===== config.mk =====
export PLATFORM = sky130hd
export DESIGN_NAME = mmst_scale
export DESIGN_NICKNAME = d
export VERILOG_FILES = /design/src/mmst_pkg.sv /design/src/mmst_scale.sv
export SDC_FILE = /design/constraint.sdc
export NUM_CORES = 2
export LEC_CHECK = 0
export ABC_AREA = 1
export ABC_CLOCK_PERIOD_IN_PS = 4140
export BUFFER_PORTS_ARGS = -buffer_cell sky130_fd_sc_hd__buf_2
export CAP_MARGIN = 0
export CORE_AREA = 3 3 203 403
export CTS_CLUSTER_SIZE = 30
export DETAILED_ROUTE_END_ITERATION = 8
export DIE_AREA = 0 0 206 406
export PLACE_DENSITY_LB_ADDON = 0.15
export SLEW_MARGIN = 25
export SYNTH_ARGS = -nofsm -noshare
export SYNTH_HDL_FRONTEND = slang
export SYNTH_SLANG_ARGS = --single-unit

===== constraint.sdc =====
create_clock -name clk_i -period 4.14 [get_ports clk_i]
set_clock_uncertainty 0.15 [all_clocks]
set_input_delay 0.828 -clock clk_i [delete_from_list [all_inputs] [get_ports clk_i]]
set_output_delay 0.828 -clock clk_i [all_outputs]
set_load 0.01 [all_outputs]

===== src/mmst_pkg.sv =====
`timescale 1ns / 1ps
// ----------------------------------------------------------------------------
// mmst_pkg
// shared types, constants and helpers of the scaled transposed matrix multiply
// ----------------------------------------------------------------------------
package mmst_pkg;

  localparam int MAX_DIM  = 8;
  localparam int IDX_W    = $clog2(MAX_DIM);
  localparam int ADDR_W   = 2 * IDX_W;
  localparam int DEPTH    = MAX_DIM * MAX_DIM;
  localparam int DIM_W    = 4;
  localparam int ELEM_W   = 16;
  localparam int ALPHA_W  = 16;
  localparam int PROD_W   = 2 * ELEM_W;
  localparam int ACC_W    = PROD_W + IDX_W;
  localparam int RES_W    = 32;
  localparam int CFG_W    = 16;
  localparam int CFG_IDX_W = 3;
  localparam int SPLIT_W  = 16;
  localparam int FRAC_W   = 8;

  // operation codes
  localparam logic [1:0] OP_LOAD_A  = 2'd0;
  localparam logic [1:0] OP_LOAD_B  = 2'd1;
  localparam logic [1:0] OP_COMPUTE = 2'd2;

  // register indexes
  localparam logic [CFG_IDX_W-1:0] CFG_RESULT_ROWS    = 3'd0;
  localparam logic [CFG_IDX_W-1:0] CFG_INNER_SIZE     = 3'd1;
  localparam logic [CFG_IDX_W-1:0] CFG_RESULT_COLUMNS = 3'd2;
  localparam logic [CFG_IDX_W-1:0] CFG_TRANSPOSE_A    = 3'd3;
  localparam logic [CFG_IDX_W-1:0] CFG_TRANSPOSE_B    = 3'd4;
  localparam logic [CFG_IDX_W-1:0] CFG_ALPHA          = 3'd5;

  typedef enum logic [2:0] {
    ST_IDLE,
    ST_MAC,
    ST_FLUSH,
    ST_DRAIN,
    ST_WAIT
  } mmst_state_e;

  typedef struct packed {
    logic [IDX_W-1:0] row;
    logic [IDX_W-1:0] col;
    logic             last;
  } mmst_meta_t;

  // last index of a size register: zero acts as one, large values clamp
  function automatic logic [IDX_W-1:0] dim_last(input logic [DIM_W-1:0] d);
    logic [IDX_W-1:0] r;
    if (d == '0) begin
      r = '0;
    end else if (d > DIM_W'(MAX_DIM)) begin
      r = IDX_W'(MAX_DIM - 1);
    end else begin
      r = IDX_W'(d - DIM_W'(1));
    end
    return r;
  endfunction

endpackage


===== src/mmst_scale.sv =====
`timescale 1ns / 1ps
// ----------------------------------------------------------------------------
// mmst_scale
// alpha scaling, floor shift and saturation with output register
// ----------------------------------------------------------------------------
module mmst_scale
  import mmst_pkg::*;
(
  input  logic                      clk_i,
  input  logic                      rst_ni,
  input  logic                      launch_i,
  input  logic signed [ACC_W-1:0]   acc_i,
  input  logic signed [ALPHA_W-1:0] alpha_i,
  input  mmst_meta_t                meta_i,
  input  logic                      out_stall_i,
  output logic                      out_valid_o,
  output logic signed [RES_W-1:0]   result_o,
  output mmst_meta_t                meta_o
);

  localparam int HI_W  = ACC_W - SPLIT_W;
  localparam int PHI_W = HI_W + ALPHA_W;
  localparam int PLO_W = SPLIT_W + 1 + ALPHA_W;
  localparam int TOT_W = PHI_W + SPLIT_W;
  localparam int SH_W  = TOT_W - FRAC_W;

  logic                    s1_v_q;
  logic signed [PHI_W-1:0] p_hi_d, p_hi_q;
  logic signed [PLO_W-1:0] p_lo_d, p_lo_q;
  mmst_meta_t              s1_meta_q;
  logic signed [TOT_W-1:0] total;
  logic signed [SH_W-1:0]  shifted;
  logic signed [RES_W-1:0] sat;
  logic                    out_valid_q;
  logic signed [RES_W-1:0] result_q;
  mmst_meta_t              meta_q;

  // accumulator split in two halves so each product stays narrow
  always_comb begin
    p_hi_d = $signed(acc_i[ACC_W-1:SPLIT_W]) * alpha_i;
    p_lo_d = $signed({1'b0, acc_i[SPLIT_W-1:0]}) * alpha_i;
  end

  always_comb begin
    total   = $signed({p_hi_q, {SPLIT_W{1'b0}}}) + TOT_W'(p_lo_q);
    shifted = total[TOT_W-1:FRAC_W];
    if (&shifted[SH_W-1:RES_W-1] || ~|shifted[SH_W-1:RES_W-1]) begin
      sat = shifted[RES_W-1:0];
    end else if (shifted[SH_W-1]) begin
      sat = {1'b1, {(RES_W-1){1'b0}}};
    end else begin
      sat = {1'b0, {(RES_W-1){1'b1}}};
    end
  end

  always_ff @(posedge clk_i or negedge rst_ni) begin
    if (!rst_ni) begin
      s1_v_q      <= 1'b0;
      out_valid_q <= 1'b0;
    end else begin
      s1_v_q <= launch_i;
      if (s1_v_q) begin
        out_valid_q <= 1'b1;
      end else if (out_valid_q && !out_stall_i) begin
        out_valid_q <= 1'b0;
      end
    end
  end

  always_ff @(posedge clk_i) begin
    if (launch_i) begin
      p_hi_q    <= p_hi_d;
      p_lo_q    <= p_lo_d;
      s1_meta_q <= meta_i;
    end
    if (s1_v_q) begin
      result_q <= sat;
      meta_q   <= s1_meta_q;
    end
  end

  assign out_valid_o = out_valid_q;
  assign result_o    = result_q;
  assign meta_o      = meta_q;

endmodule


# Yosys cells after proc, flatten, opt, wreduce, memory -nomap -nowiden
# Index checks and enable logic that the tools add are counted.
dict set report word_totals {
  reg_bits 116
  in_bits 62
  output_inout_bits 40
  elab_cells 25
}
dict set report op_classes {
  add_sub_neg 1
  multipliers 2
  mux 4
  reduce_logical 7
}
# op count
set ops {}
lappend ops {{32-bit 2-to-1 mux} 2}
lappend ops {{51-bit by 33-bit adder with 51-bit output} 1}
lappend ops {{19-bit by 16-bit multiplier with 35-bit output} 1}
lappend ops {{17-bit by 16-bit multiplier with 33-bit output} 1}
lappend ops {{12-bit AND reduction} 1}
lappend ops {{12-bit OR reduction} 1}
lappend ops {{1-bit logical NOT} 2}
lappend ops {{1-bit 2-to-1 mux} 2}
lappend ops {{2-bit nonzero test} 1}
lappend ops {{1-bit logical AND} 1}
lappend ops {{1-bit logical OR} 1}

# Logic depth before layout (Yosys ltp)
dict set report depth {
  depth_word 5
  depth_mapped 28
  depth_no_buf 26
}

# Least setup slack after synthesis
# Ideal clock, no wire load.
dict set report synth_timing {
  path_type {in2reg}
  from {input alpha_i[3]}
  to {register p_hi_q[33], data pin}
  setup_ps 265
  arrival_time_ps 6033
  required_ps 3725
  setup_slack_ps -2308
  cell_stages 20
  path_buffers 2
  cell_sequence {clkbuf_1 -> clkbuf_1 -> nand2_1 -> inv_1 -> fa_1 -> fa_1 -> inv_1 -> fa_1 -> fa_1 -> inv_1 -> fa_1 -> inv_1 -> fa_1 -> inv_1 -> ha_1 -> nand2_1 -> nor4_1 -> nand3_1 -> o21ai_0 -> xor2_1}
}
dict set report synth_via {
  elab_chain_cells 1
}
# item line
set synth_rtl {}
lappend synth_rtl {{from (decl)} mmst_scale.sv:13} ;# input logic signed [ALPHA_W-1:0] alpha_i,
lappend synth_rtl {{19-bit by 16-bit multiplier with 35-bit output} mmst_scale.sv:40} ;# p_hi_d = $signed(acc_i[ACC_W-1:SPLIT_W]) * alpha_i;
lappend synth_rtl {{net p_hi_d[33]} mmst_scale.sv:28} ;# logic signed [PHI_W-1:0] p_hi_d, p_hi_q;
lappend synth_rtl {{to (signal assigned)} mmst_scale.sv:72} ;# p_hi_q <= p_hi_d;
lappend synth_rtl {{to (decl)} mmst_scale.sv:28}
# The timed path passes the listed nets, and every way through them passes these cells.
# A chain may end at the register's enable or synchronous reset.

# Final worst setup path
dict set report layout_timing {
  from {input alpha_i[8]}
  to {register p_hi_q[34], data pin}
}
# The elaborated chain is that of the path after synthesis.

==> results.yml <==
status:
  violations: "negative setup slack"
  outcome: "finished with violations"
setup_path:
  path_max_fanout: 7
  required_ns: 4.13
  critPathKind: "input port to register"
  cp-start-kind: "input port"
  ff2ff_path_depth: 16
  r2r_slack_ns: 0.64
  r2r_start: "p_lo_q[32]$_DFFE_PP_"
  endpoint_kind: "register"
  arrival_ns: 5.86
  worstReg2RegEnd: "result_o[0]$_DFFE_PP_"
sta:
  tightest_slew_ns: 0.824
  hold_viol_final: 0
  max_freq_mhz: 171
  setup_tns_ns: -76.06
  rsz0062_at_grt: "yes"
  relSlewSlack_pct: 45.0
  drv_slew: 0
  final.period_utilization_pct: 142
  setup_viol: 54
  post-route-min-period_ns: 5.86
  timing.final.ws_setup_ns: -1.72
global_route:
  grt_pass1_wl_mm: 133
  grt_overflow: 0
  first_global_vias: 25200
  grtUsageTotal_pct: 20.7
  antenna_found_initial: 0
  grt_max_degree: 41
logic_synthesis:
  synth_top_area_share_pct: 36.3
  synth.avg_cell_area_sq_um: 7.93
  synth_cell_type_count: 49
  dominantRegCellSynth: "edfxtp_1"
  synth_edf_count: 106
  syn_area_sq_um: 27500
  yosys.area.top_type: "fa_1"
  async_reset_ff_share_pct: 1.85
  synth_commonest_cells: "1000 x inv_1, 900 x nand2_1, 498 x fa_1"
  ys_warn_count: 0
  yosys.cell_count.top_type: "inv_1"
  synthCells: 3464
  synth-seq-area-share_pct: 11.8
  syn-num-nets: 4265
  ys_ff_latch: 108
  ys_top_cells_by_area: "fa_1 36%, inv_1 14%, nand2_1 12%"
cells_and_area:
  area_growth_syn_to_layout_pct: 31.7
  antenna_cells: 0
  final_cells: 4982
  fill_cells: 8068
  fin_nets: 4742
  utilization_pct: 45.6
  drive_above_1_share_pct: 29.9
min_path:
  hp-class: "input port to async pin"
cts:
  cts_hold_buf: 0
  clock_latency_ns: 0.38
  cts_buffers: 9
  cts_tree: "done"
  cts_buffer_depth: 2
  cts.reportedPaths.clkPinSlew_ns: 0.09
  clock-sinks: 108
  cts_root_buf: "clkbuf_16"
  htree_levels: 3
drt:
  drc: 0
  first_pass_iters: 5
  wl_per_cell_microns: 16.7
  via_count: 22600
  drtIter0Drc: 731
  viasPerCell: 4.54
  drt_wl_total_mm: 83.4
  ant_nets: 0
floorplanning:
  ioPinCount: 102
  start_util_pct: 34.6
  coreArea_sq_um: 79300
  die-area_sq_um: 83600
  num_rows: 146
  die_w_microns: 206
  die_h_microns: 406
placement:
  dp_hpwl_mm: 71.7
  port_buffers: 101
  placed_cells_incl_taps: 4869
  routabilityCongestion: 0.886
  place_ws_ns: -2.35
flow_run:
  cap_violations: 0
[cell families (layout without fill, tap and decap cells)]
group           after synthesis  count (layout)  share of synthesized area, %
compound gates              175             175                          3.65
xor+xnor                     91              91                          2.90
fa+ha+maj                   739             739                          47.3
buf+inv                    1134            1616                          15.9
flops                       108             108                          11.8
simple gates               1217            1217                          18.6
[state kept, by name, indices dropped and copies added (netlist names)]
register	count
s1_v_q	1
s1_meta_q	7
p_hi_q	35
p_lo_q	25
result_o	32
meta_o	7
out_valid_o	1
[layer usage]
| metal | GRT usage [%] | vias to the layer above | part of all wire (%) |
|---|---|---|---|
| met3 | 1.19 | 168 | 2.0 |
| met2 | 41.4 | 362 | 57 |
| met5 | 0 | - | 0 |
| met4 | 9.84 | 0 | 6.1 |
| met1 | 21.3 | 11100 | 35 |
| li1 | - | 10900 | - |
[through the flow]
| stage | instance area [sq um] | hold WS, ns |
|---|---|---|
| 5_1_grt | 36200 | 0.0572 |
| 3_3_place_gp | 32800 | 0.255 |
| 3_5_place_dp | 32800 | 0.257 |
| 2_1_floorplan | 29100 | 0.250 |
| 4_1_cts | 34900 | 0.0483 |
| 6_report | 36200 | 0.0746 |
[timing repair]
item                                    CTS  global route
buffers inserted                         62            40
pin swaps                               200           171
resized for setup                       356           258
cloned                                    3             2
endpoints found under the setup margin   54            54
[worst max-delay path, stage by stage]
cell	delay [ns]
buf_6	0.07
buf_12	0.16
nand2_4	0.07
fa_1	0.60
inv_2	0.08
fa_1	0.52
inv_2	0.07
fa_1	0.49
inv_2	0.04
fa_1	0.54
inv_2	0.04
fa_1	0.51
inv_2	0.04
fa_1	0.55
ha_4	0.24
buf_4	0.14
inv_4	0.05
o21bai_1	0.08
a221oi_2	0.30
o21a_1	0.20
nand2_1	0.07
xnor2_1	0.13
[cell type report]
| class | instances | area, sq um | area share, % |
|---|---|---|---|
| clock inverter | 7 | 93.8 | 0.259 |
| inverter | 1008 | 3800 | 10.5 |
| sequential | 108 | 3230 | 8.94 |
| timing repair buffer | 592 | 5410 | 14.9 |
| tap | 1036 | 1300 | 3.58 |
| clock buffer | 9 | 225 | 0.622 |
| multi-input combinational | 2222 | 22100 | 61.2 |
[worst max-delay path by stage]
stage / slack (ns) / from / end / cells past startpoint
6_report: -1.72 / alpha_i[8] / p_hi_q[34]$_DFFE_PP_ / 22
5_1_grt: -1.89 / alpha_i[8] / p_hi_q[34]$_DFFE_PP_ / 22
4_1_cts: -1.69 / alpha_i[4] / p_lo_q[29]$_DFFE_PP_ / 29
3_5_place_dp: -2.35 / alpha_i[4] / p_lo_q[22]$_DFFE_PP_ / 21
3_3_place_gp: -2.34 / alpha_i[2] / p_hi_q[24]$_DFFE_PP_ / 20
2_1_floorplan: -1.85 / acc_i[6] / p_lo_q[29]$_DFFE_PP_ / 25
[cell usage in the layout (no fill, tap or decap), types with 44 or more instances in the layout]
master / instances
fa_1: 450
nand2_2: 135
fa_2: 48
buf_4: 377
buf_2: 65
nand2_1: 802
inv_2: 94
ha_1: 187
edfxtp_1: 106
xor2_1: 44
inv_1: 908
ha_4: 47
nor2_1: 81
buf_12: 46
buf_6: 78
Power is not shown: default switching activity piles up to over one toggle a cycle in this logic, so the estimate is an artifact.
