**config.mk**
```make
export PLATFORM = sky130hd
export DESIGN_NAME = mmst_cell
export DESIGN_NICKNAME = d
export VERILOG_FILES = /design/src/mmst_pkg.sv /design/src/mmst_cell.sv
export SDC_FILE = /design/constraint.sdc
export NUM_CORES = 1
export LEC_CHECK = 0
export BUFFER_PORTS_ARGS = -buffer_cell sky130_fd_sc_hd__buf_4
export CAP_MARGIN = 40
export CORE_ASPECT_RATIO = 1.5
export CORE_MARGIN = 2
export CORE_UTILIZATION = 45
export DETAILED_ROUTE_END_ITERATION = 8
export PLACE_DENSITY_LB_ADDON = 0.1
export SETUP_SLACK_MARGIN = 0.02
export SYNTH_ARGS = -nofsm -noshare
export SYNTH_HDL_FRONTEND = slang
export SYNTH_SLANG_ARGS = --single-unit
```
**constraint.sdc**
```tcl
create_clock -name clk_i -period 0.95 [get_ports clk_i]
set_input_delay 0.095 -clock clk_i [delete_from_list [all_inputs] [get_ports clk_i]]
set_output_delay 0.095 -clock clk_i [all_outputs]
set_load 0.02 [all_outputs]
```
**src/mmst_pkg.sv**
```systemverilog
`timescale 1ns / 1ps
// ----------------------------------------------------------------------------
// mmst_pkg
// shared types, constants and helpers of the scaled transposed matrix multiply
// ----------------------------------------------------------------------------
package mmst_pkg;

  localparam int MAX_DIM  = 8;
  localparam int IDX_W    = $clog2(MAX_DIM);
  localparam int ADDR_W   = 2 * IDX_W;
  localparam int DEPTH    = MAX_DIM * MAX_DIM;
  localparam int DIM_W    = 4;
  localparam int ELEM_W   = 16;
  localparam int ALPHA_W  = 16;
  localparam int PROD_W   = 2 * ELEM_W;
  localparam int ACC_W    = PROD_W + IDX_W;
  localparam int RES_W    = 32;
  localparam int CFG_W    = 16;
  localparam int CFG_IDX_W = 3;
  localparam int SPLIT_W  = 16;
  localparam int FRAC_W   = 8;

  // operation codes
  localparam logic [1:0] OP_LOAD_A  = 2'd0;
  localparam logic [1:0] OP_LOAD_B  = 2'd1;
  localparam logic [1:0] OP_COMPUTE = 2'd2;

  // register indexes
  localparam logic [CFG_IDX_W-1:0] CFG_RESULT_ROWS    = 3'd0;
  localparam logic [CFG_IDX_W-1:0] CFG_INNER_SIZE     = 3'd1;
  localparam logic [CFG_IDX_W-1:0] CFG_RESULT_COLUMNS = 3'd2;
  localparam logic [CFG_IDX_W-1:0] CFG_TRANSPOSE_A    = 3'd3;
  localparam logic [CFG_IDX_W-1:0] CFG_TRANSPOSE_B    = 3'd4;
  localparam logic [CFG_IDX_W-1:0] CFG_ALPHA          = 3'd5;

  typedef enum logic [2:0] {
    ST_IDLE,
    ST_MAC,
    ST_FLUSH,
    ST_DRAIN,
    ST_WAIT
  } mmst_state_e;

  typedef struct packed {
    logic [IDX_W-1:0] row;
    logic [IDX_W-1:0] col;
    logic             last;
  } mmst_meta_t;

  // last index of a size register: zero acts as one, large values clamp
  function automatic logic [IDX_W-1:0] dim_last(input logic [DIM_W-1:0] d);
    logic [IDX_W-1:0] r;
    if (d == '0) begin
      r = '0;
    end else if (d > DIM_W'(MAX_DIM)) begin
      r = IDX_W'(MAX_DIM - 1);
    end else begin
      r = IDX_W'(d - DIM_W'(1));
    end
    return r;
  endfunction

endpackage

```
**src/mmst_cell.sv**
```systemverilog
`timescale 1ns / 1ps
// ----------------------------------------------------------------------------
// mmst_cell
// one accumulator cell of the rotating partial sum chain
// ----------------------------------------------------------------------------
module mmst_cell
  import mmst_pkg::*;
(
  input  logic                     clk_i,
  input  logic                     rst_ni,
  input  logic                     en_i,
  input  logic                     add_en_i,
  input  logic signed [ACC_W-1:0]  sum_i,
  input  logic signed [PROD_W-1:0] prod_i,
  output logic signed [ACC_W-1:0]  acc_o
);

  logic signed [ACC_W-1:0] acc_d, acc_q;

  // neighbor sum plus product when this cell closes the loop
  always_comb begin
    acc_d = sum_i + (add_en_i ? ACC_W'(prod_i) : '0);
  end

  always_ff @(posedge clk_i or negedge rst_ni) begin
    if (!rst_ni) begin
      acc_q <= '0;
    end else if (en_i) begin
      acc_q <= acc_d;
    end
  end

  assign acc_o = acc_q;

endmodule

```
# Word-level counts from Yosys, hierarchy flattened
# Index checks and enable logic that the tools add are counted.
# Widths: inputs -> output; s select.
[classes] n_addsub=1 multipliers=0 div=0 magnitude_cmp=0 eq_ne=0 n_shift=0 mux=1 bitwise_logic=0 n_reduce_logical=0
[ops] operator="$add 35x35->35" count=1
[ops] operator="$mux 35" count=1
[totals] ff_bits=35 latchBits=0 ramBits=0 romBits=0 wordCells=3 memories=0

# Logic depth before layout (Yosys ltp)
# Gate-level depths: netlist of the first run.
[depth] ltp_word=2 depth_mapped=11 mapped_depth_nobuf=11

# Worst setup path before layout of the first run
# Ideal clock, no wire load.
[synth_path] kind="in2reg" startpoint="input port add_en_i" endpoint="register acc_q[28] (netlist: acc_o[28])" setup_ns=0.138 t_arrival_ns=2.306 t_required_ns=0.812 slack_ns=-1.494 path_stages=9 n_path_buf=1 path_cell_list="clkbuf_1 -> nand2_1 -> fa_1 -> nand2b_1 -> a21o_1 -> a211o_1 -> a211o_1 -> a2111oi_2 -> o311ai_1"
[synth_via] elab_chain_cells=2
[synth_rtl] item="start, declared" line="mmst_cell.sv:12" text="input logic add_en_i,"
[synth_rtl] item="$mux 35" line="mmst_cell.sv:22" text="acc_d = sum_i + (add_en_i ? ACC_W'(prod_i) : '0);"
[synth_rtl] item="$add 35x35->35" line="mmst_cell.sv:22"
[synth_rtl] item="end signal, assigned" line="mmst_cell.sv:27" text="acc_q <= '0;"
[synth_rtl] item="end signal, assigned" line="mmst_cell.sv:29" text="acc_q <= acc_d;"
[synth_rtl] item="end, declared" line="mmst_cell.sv:18" text="logic signed [ACC_W-1:0] acc_d, acc_q;"
# No other way between the ends.
# A chain may end at the register's enable or synchronous reset.

# Final worst setup path of the first run
[layout_path] startpoint="input port add_en_i" endpoint="register acc_q[21] (netlist: acc_o[21])"
# Same word-level chain as after synthesis.

==> flow_metrics.tcl, run 1 <==
set metrics [dict create \
    detail_route.wirelength_mm 16.37 \
    yosys-top-cells-area "sky130_fd_sc_hd__dfrtp_1 25%, sky130_fd_sc_hd__ha_1 12%, sky130_fd_sc_hd__a21oi_1 5.8%, sky130_fd_sc_hd__mux2_2 5.7%, sky130_fd_sc_hd__and2_1 5.7%" \
    power_w 0.008205 \
    finalClockSkew_ps 0 \
    firstDrtPassIters 5 \
    drive_gt1_frac 0.5516 \
    numPlacedInstances 739 \
    p_int_w 0.005136 \
    maximum_number_of_pins_on_one_net_before_global_route_repair 36 \
    synth-edff-count 0 \
    yosys.cell_types.count 58 \
    unrepaired_setup_endpoints_after_global_routing "yes" \
    clkTransAtPathRegs_ps 60 \
    critical_path_class "input port to flop" \
    synth_area_sq_um 3527 \
    postSynthNetCount 528 \
    timing.final.crit_period_ps 2328 \
    fmaxAchievable_mhz 429.5 \
    fin_tns_setup_ps -35510 \
    dpl.hpwl_mm 9.864 \
    net_sw_frac 0.3740 \
    place.gp.congestion 0.9650 \
    switching_power_w 0.003069 \
    synthDominantAreaCellType "sky130_fd_sc_hd__dfrtp_1" \
    critical_path.slowest_cell "sky130_fd_sc_hd__a21oi_4" \
    timing.final.crit_share 2.451 \
    core_area_sq_um 7612 \
    slowest_delay_ps 400 \
    pwr-share-clk 0.202 \
    hold_violations 0 \
    io_pins 106 \
    synth_top_flop_cell "sky130_fd_sc_hd__dfrtp_1" \
    setup_viol 36 \
    crit_required_ps 1130 \
    final_cells 771 \
    tritoncts_num_sinks 35 \
    tritoncts.num_buffers 5 \
    slew_headroom 0.6671 \
    violations "setup timing" \
    hold_path.class "input port to flop" \
    antenna_found_initial 0 \
    drt_first_iter_violations 249 \
    routedWlPerCell_um 21.23 \
    via_per_inst 5.975 \
    worstSkewPairLatency_ps 290 \
    die-width_um 76.29 \
    fp.dieH_um 112.4 \
    yosys_warnings 0 \
    gr-usage-all-layers 0.3170 \
    end_kind "flop" \
    final-max-slew-violation-count 0 \
    vdd_ir_drop_max_mv 1.102 \
    globalRouteOverflowTotal 0 \
    worst_hold_slack_ps 119.4 \
    vias 4607 \
    worst_slew_pin_slew_ps 499.4 \
    postSynthCellCount 422 \
    critical_path.max_fanout 11 \
    pwr-share-comb 0.548 \
    p_per_area_nw_per_um2 1258 \
    fp-row-count 39 \
    start_kind "input port" \
    max_cap_violations 0 \
    clockBufferDepth 2 \
    die-area_sq_um 8577 \
    cts_root_buf "sky130_fd_sc_hd__clkbuf_16" \
    synth.yosys.seq_area_share 0.2483 \
    insertedDiodeCount 0 \
    layout.nets 774 \
    crit_path_cell_trace "buf_8 > buf_4 > and2_4 > ha_4 > buf_4 > nand4b_1 > a21oi_4 > o2111ai_4 > buf_6 > a21oi_4 > nor3_1 > o31ai_1" \
    ys_seq_elements 35 \
    h_tree_depth 2 \
    route.detailed.drc 0 \
    grt_pass1_wl_mm 21.65 \
    starting_utilization_of_the_core_area 0.4633 \
    cts_tree "done" \
    synth.top_cell.area_share 0.2483 \
    static-leakage-power_nw 3.055 \
    pre_cts_slack_ps -1624 \
    power_frac_seq 0.251 \
    grt_pass1_vias 4647 \
    syn_to_final_growth_pct 84.85 \
    post-route-worst-setup-slack_ps -1378 \
    postSynth.asyncResetShare 1.000 \
    io_buffer_count 105 \
    cp.arrival_ps 2510 \
    run_status "complete, but fails checks" \
    post_synth.cell_area_avg_sq_um 8.358 \
    max_reg_flops 35 \
    drt.antenna.violating_nets 0 \
]
[path summary, 6_finish.rpt]
| kind | slack, ps | startpoint | end | cells after the start |
|---|---|---|---|---|
| max in group asynchronous | 260 | rst_ni | acc_o[11] | 2 |
| min in group asynchronous | 340 | rst_ni | acc_o[7] | 2 |
| hold reg to reg | 520 | acc_o[0] | acc_o[0] | 1 |
| setup / recovery | -1380 | add_en_i | acc_o[21] | 12 |
| setup reg to reg | 30 | acc_o[4] | acc_o[4] | 2 |
| hold / removal | 120 | en_i | acc_o[31] | 3 |
[critical path, delay by kind of cell]
family	cells	cell delay [ps]
AOI/OAI and AO/OA	4	1060
adders and majority gates	1	270
buffers and inverters	4	600
and+or+nand+nor	3	470
[routing by layer]
metal / wire length, um / global-route usage / share of wire
met2: 8682 / 0.6248 / 0.53
met5: 0 / 0 / 0
met1: 5360 / 0.3004 / 0.33
met4: 1447 / 0.1891 / 0.088
met3: 876 / 0.05225 / 0.054
[cell type report]
cell class	count	area [sq um]
clock buffers	7	132.6
clock inverters	1	5.005
fillers	403	1092
inverters	17	63.81
multi-input cells	356	3236
flip-flops and latches	35	875.8
well taps	102	127.6
repair buffers	253	2079
[power groups by stage]
stage	combinational, W	sequential, W	clock (W)
after floorplan	0.00152	0.00236	0
after global placement	0.00354	0.00199	0
after detailed placement	0.00360	0.00200	0
after CTS	0.00390	0.00200	0.00163
after global routing	0.00470	0.00208	0.00174
final	0.00449	0.00206	0.00165
[through the flow]
step	instance area [sq um]	util
CTS	6151	0.8080
global placement	5582	0.7332
floorplan	3839	-
detailed placement	5582	0.7332
global route	6520	0.8565
finish	6520	0.8565
[synthesized netlist by cell type, drive strengths merged (2+ instances only)]
| library cell | number |
|---|---|
| o21ai | 22 |
| nand4b | 3 |
| a21o | 14 |
| nor2 | 22 |
| a2111oi | 3 |
| a21oi | 41 |
| nor3 | 9 |
| ha | 34 |
| o31ai | 4 |
| and3 | 3 |
| nand2 | 47 |
| o21bai | 4 |
| and2 | 33 |
| xor2 | 7 |
| a2bb2oi | 2 |
| nand4 | 7 |
| o2111ai | 3 |
| inv | 17 |
| o41ai | 3 |
| mux2 | 18 |
| nand3b | 2 |
| nand2b | 4 |
| o311ai | 5 |
| or2 | 2 |
| clkbuf | 14 |
| o21a | 7 |
| xnor2 | 14 |
| a211o | 7 |
| nand3 | 9 |
| nor2b | 3 |
| a211oi | 3 |
| a22oi | 2 |
| and4 | 2 |
| dfrtp | 35 |
| o211ai | 4 |
[kinds of logic after synthesis]
| kind of cell | after synthesis | synth area share |
|---|---|---|
| buffers and inverters | 31 | 0.04434 |
| AO/OA/AOI/OAI | 133 | 0.2568 |
| AND/OR/NAND/NOR | 149 | 0.2146 |
| XOR/XNOR | 21 | 0.05215 |
| multiplexers | 18 | 0.05747 |
| flip-flops | 35 | 0.2483 |
| adder cells (fa/ha/maj) | 35 | 0.1263 |
[placed cells by master, fill, tap and decap left out, types with 3 or more instances in the layout]
master	netlist	layout
sky130_fd_sc_hd__o311ai_1	3	3
sky130_fd_sc_hd__a21oi_4	0	9
sky130_fd_sc_hd__a21oi_2	0	5
sky130_fd_sc_hd__and2_4	1	9
sky130_fd_sc_hd__xnor2_1	14	13
sky130_fd_sc_hd__buf_4	0	208
sky130_fd_sc_hd__xor2_1	7	6
sky130_fd_sc_hd__dfrtp_1	35	35
sky130_fd_sc_hd__inv_1	17	15
sky130_fd_sc_hd__nand2_1	47	43
sky130_fd_sc_hd__o21bai_1	3	3
sky130_fd_sc_hd__nand3_1	9	8
sky130_fd_sc_hd__buf_6	0	42
sky130_fd_sc_hd__nor2_2	0	4
sky130_fd_sc_hd__nand4_1	7	7
sky130_fd_sc_hd__nor2_1	22	18
sky130_fd_sc_hd__and3_1	3	3
sky130_fd_sc_hd__clkbuf_16	0	5
sky130_fd_sc_hd__a21o_1	13	13
sky130_fd_sc_hd__and2_1	32	24
sky130_fd_sc_hd__nand4b_1	3	3
sky130_fd_sc_hd__o21ai_2	0	4
sky130_fd_sc_hd__o31ai_1	4	3
sky130_fd_sc_hd__o21ai_0	19	9
sky130_fd_sc_hd__mux2_4	0	10
sky130_fd_sc_hd__o21ai_1	3	8
sky130_fd_sc_hd__mux2_2	18	8
sky130_fd_sc_hd__a21oi_1	41	27
sky130_fd_sc_hd__o211ai_1	4	4
sky130_fd_sc_hd__a2111oi_4	0	3
sky130_fd_sc_hd__o21a_1	7	7
sky130_fd_sc_hd__ha_4	0	19
sky130_fd_sc_hd__ha_1	34	14
sky130_fd_sc_hd__nor3_1	9	7
sky130_fd_sc_hd__nor2b_1	3	3
sky130_fd_sc_hd__a211o_1	6	5
[timing repair]
| item | in CTS | in global routing |
|---|---|---|
| hold endpoints to repair | 35 | 0 |
| pin swaps | 24 | 24 |
| setup buffers | 12 | 12 |
| gates resized for setup | 72 | 61 |
| endpoints found under the setup margin | 44 | 58 |
| hold buffers | 1 | 0 |
Power figures use the tool's default switching activity.
==> inputs of run 2 (changes only) <==
Settings changed: PLACE_DENSITY set to 0.7, PLACE_DENSITY_LB_ADDON 0.1 to not set.
==> run 2 against run 1 <==
The run still ends with setup timing left. Wire length fell by 1.3%. Combinational power decreased by 2%. Register-to-register slack worse by 20 ps. Largest power group unchanged. Critical endpoint is now acc_o[32].
==> flow_metrics.tcl, run 2 (synthesis gave the netlist of run 1 again) <==
set metrics [dict create \
    run_status "complete, but fails checks" \
    violations "setup timing" \
    cts_root_buf "sky130_fd_sc_hd__clkbuf_16" \
    cts_tree "done" \
    tritoncts.num_buffers 5 \
    detail_route.wirelength_mm 16.16 \
    core_area_sq_um 7612 \
    p_per_area_nw_per_um2 1313 \
    starting_utilization_of_the_core_area 0.4633 \
    h_tree_depth 2 \
    numPlacedInstances 740 \
    post-route-worst-setup-slack_ps -1350 \
    die-width_um 76.29 \
    cp.arrival_ps 2480 \
    fp-row-count 39 \
    die-area_sq_um 8577 \
    end_kind "flop" \
    setup_viol 41 \
    static-leakage-power_nw 3.057 \
    power_w 0.008520 \
    grt_pass1_wl_mm 21.41 \
    maximum_number_of_pins_on_one_net_before_global_route_repair 36 \
    hold_violations 0 \
    layout.nets 774 \
    insertedDiodeCount 0 \
    via_per_inst 5.904 \
    grt-busiest-layer "met2" \
    layout.cells.most_common "sky130_fd_sc_hd__buf_4" \
    dpl.hpwl_mm 9.849 \
    gr-usage-met2 0.5888 \
    globalRouteMet3Util 0.04100 \
    global_route.usage.met1 0.3230 \
    worst_slew_pin_slew_ps 532.9 \
    finalClockSkew_ps 0 \
    timing.final.crit_period_ps 2300 \
    slew_headroom 0.6447 \
    route.detailed.drc 0 \
    clockBufferDepth 2 \
    final_cell_mix "208 x sky130_fd_sc_hd__buf_4, 44 x sky130_fd_sc_hd__nand2_1, 41 x sky130_fd_sc_hd__buf_6, 35 x sky130_fd_sc_hd__dfrtp_1, 25 x sky130_fd_sc_hd__and2_1" \
    io_pins 106 \
    timing.final.crit_share 2.421 \
    tritoncts_num_sinks 35 \
    globalRouteOverflowTotal 0 \
    start_kind "input port" \
    max_reg_flops 35 \
    fp.dieH_um 112.4 \
    unrepaired_setup_endpoints_after_global_routing "yes" \
    worstSkewPairLatency_ps 290 \
    pre_cts_slack_ps -1741 \
    max_cap_violations 0 \
    io_buffer_count 105 \
    firstDrtPassIters 5 \
    clkTransAtPathRegs_ps 60 \
    vdd_ir_drop_max_mv 1.180 \
    fmaxAchievable_mhz 434.8 \
    drt_first_iter_violations 281 \
    critical_path.max_fanout 4 \
    gr-usage-all-layers 0.3083 \
    routedWlPerCell_um 20.96 \
    crit_required_ps 1130 \
    drive_gt1_frac 0.5501 \
    final-max-slew-violation-count 0 \
    syn_to_final_growth_pct 83.97 \
    grt_pass1_vias 4548 \
    antenna_found_initial 0 \
    final_cells 771 \
    critical_path_class "input port to flop" \
    vias 4552 \
    place.gp.congestion 0.8858 \
    drt.antenna.violating_nets 0 \
    hold_path.class "input port to flop" \
]
## run 2: cell count changes in the layout (fill, tap and decap cells not counted), sizes merged
cell | previous run | this run
bufinv | 0 | 1
clkinv | 1 | 2
clkbuf | 7 | 5
## run 2: area by class of cell
class / instances / area [sq um]
clock buffer: 5 / 125.1
clock inverter: 3 / 43.79
fill: 411 / 1124
inverter: 17 / 63.81
multi-input combinational: 356 / 3164
sequential: 35 / 875.8
tap: 102 / 127.6
timing repair buffer: 253 / 2088
## run 2: metrics by stage
stage	utilization	hold WS, ps	setup TNS (ps)	cell area [sq um]
final	0.8524	171.2	-34000	6489
after global routing	0.8524	181.5	-35940	6489
after CTS	0.8095	176.5	-30440	6162
after detailed placement	0.7359	103.4	-44010	5602
after global placement	0.7359	95.62	-41880	5602
after floorplan	-	-200.6	-31500	3839
## run 2: routing by layer
| layer | vias to the layer above | share of wire |
|---|---|---|
| met3 | 87 | 0.053 |
| li1 | 2040 | - |
| met1 | 2179 | 0.36 |
| met5 | - | 0 |
| met2 | 246 | 0.52 |
| met4 | 0 | 0.068 |
## run 2: worst max-delay path, stage by stage
cell and delay (ps):
sky130_fd_sc_hd__buf_8 80, sky130_fd_sc_hd__and2_4 140, sky130_fd_sc_hd__ha_4 120, sky130_fd_sc_hd__inv_2 40, sky130_fd_sc_hd__fa_2 360, sky130_fd_sc_hd__nand2b_4 160, sky130_fd_sc_hd__a21o_1 200, sky130_fd_sc_hd__a211o_1 340
sky130_fd_sc_hd__a211o_4 390, sky130_fd_sc_hd__a2111oi_4 350, sky130_fd_sc_hd__o21ai_1 110, sky130_fd_sc_hd__o311ai_1 90
## run 2: timing repair
action / in CTS / in global routing
buffers inserted: 11 / 12
resized for setup: 65 / 57
pin swaps: 17 / 18
hold buffers: 1 / 0
hold endpoints to repair: 35 / 0
setup endpoints to repair: 54 / 62
## run 2: worst paths after layout
kind | from | end | slack [ps] | cells after the start
setup / recovery | add_en_i | acc_o[32] | -1350 | 12
hold / removal | sum_i[0] | acc_o[0] | 170 | 3
setup reg to reg | acc_o[17] | acc_o[17] | 10 | 2
hold reg to reg | acc_o[0] | acc_o[0] | 510 | 1
max in group asynchronous | rst_ni | acc_o[15] | 250 | 2
min in group asynchronous | rst_ni | acc_o[33] | 320 | 2
## run 2: report_power, final
part	switching [W]	internal, W	total, W
logic	0.00210	0.00232	0.00442
clock network	0.000782	0.00124	0.00202
registers	0.000279	0.00180	0.00208
total	0.00316	0.00536	0.00852
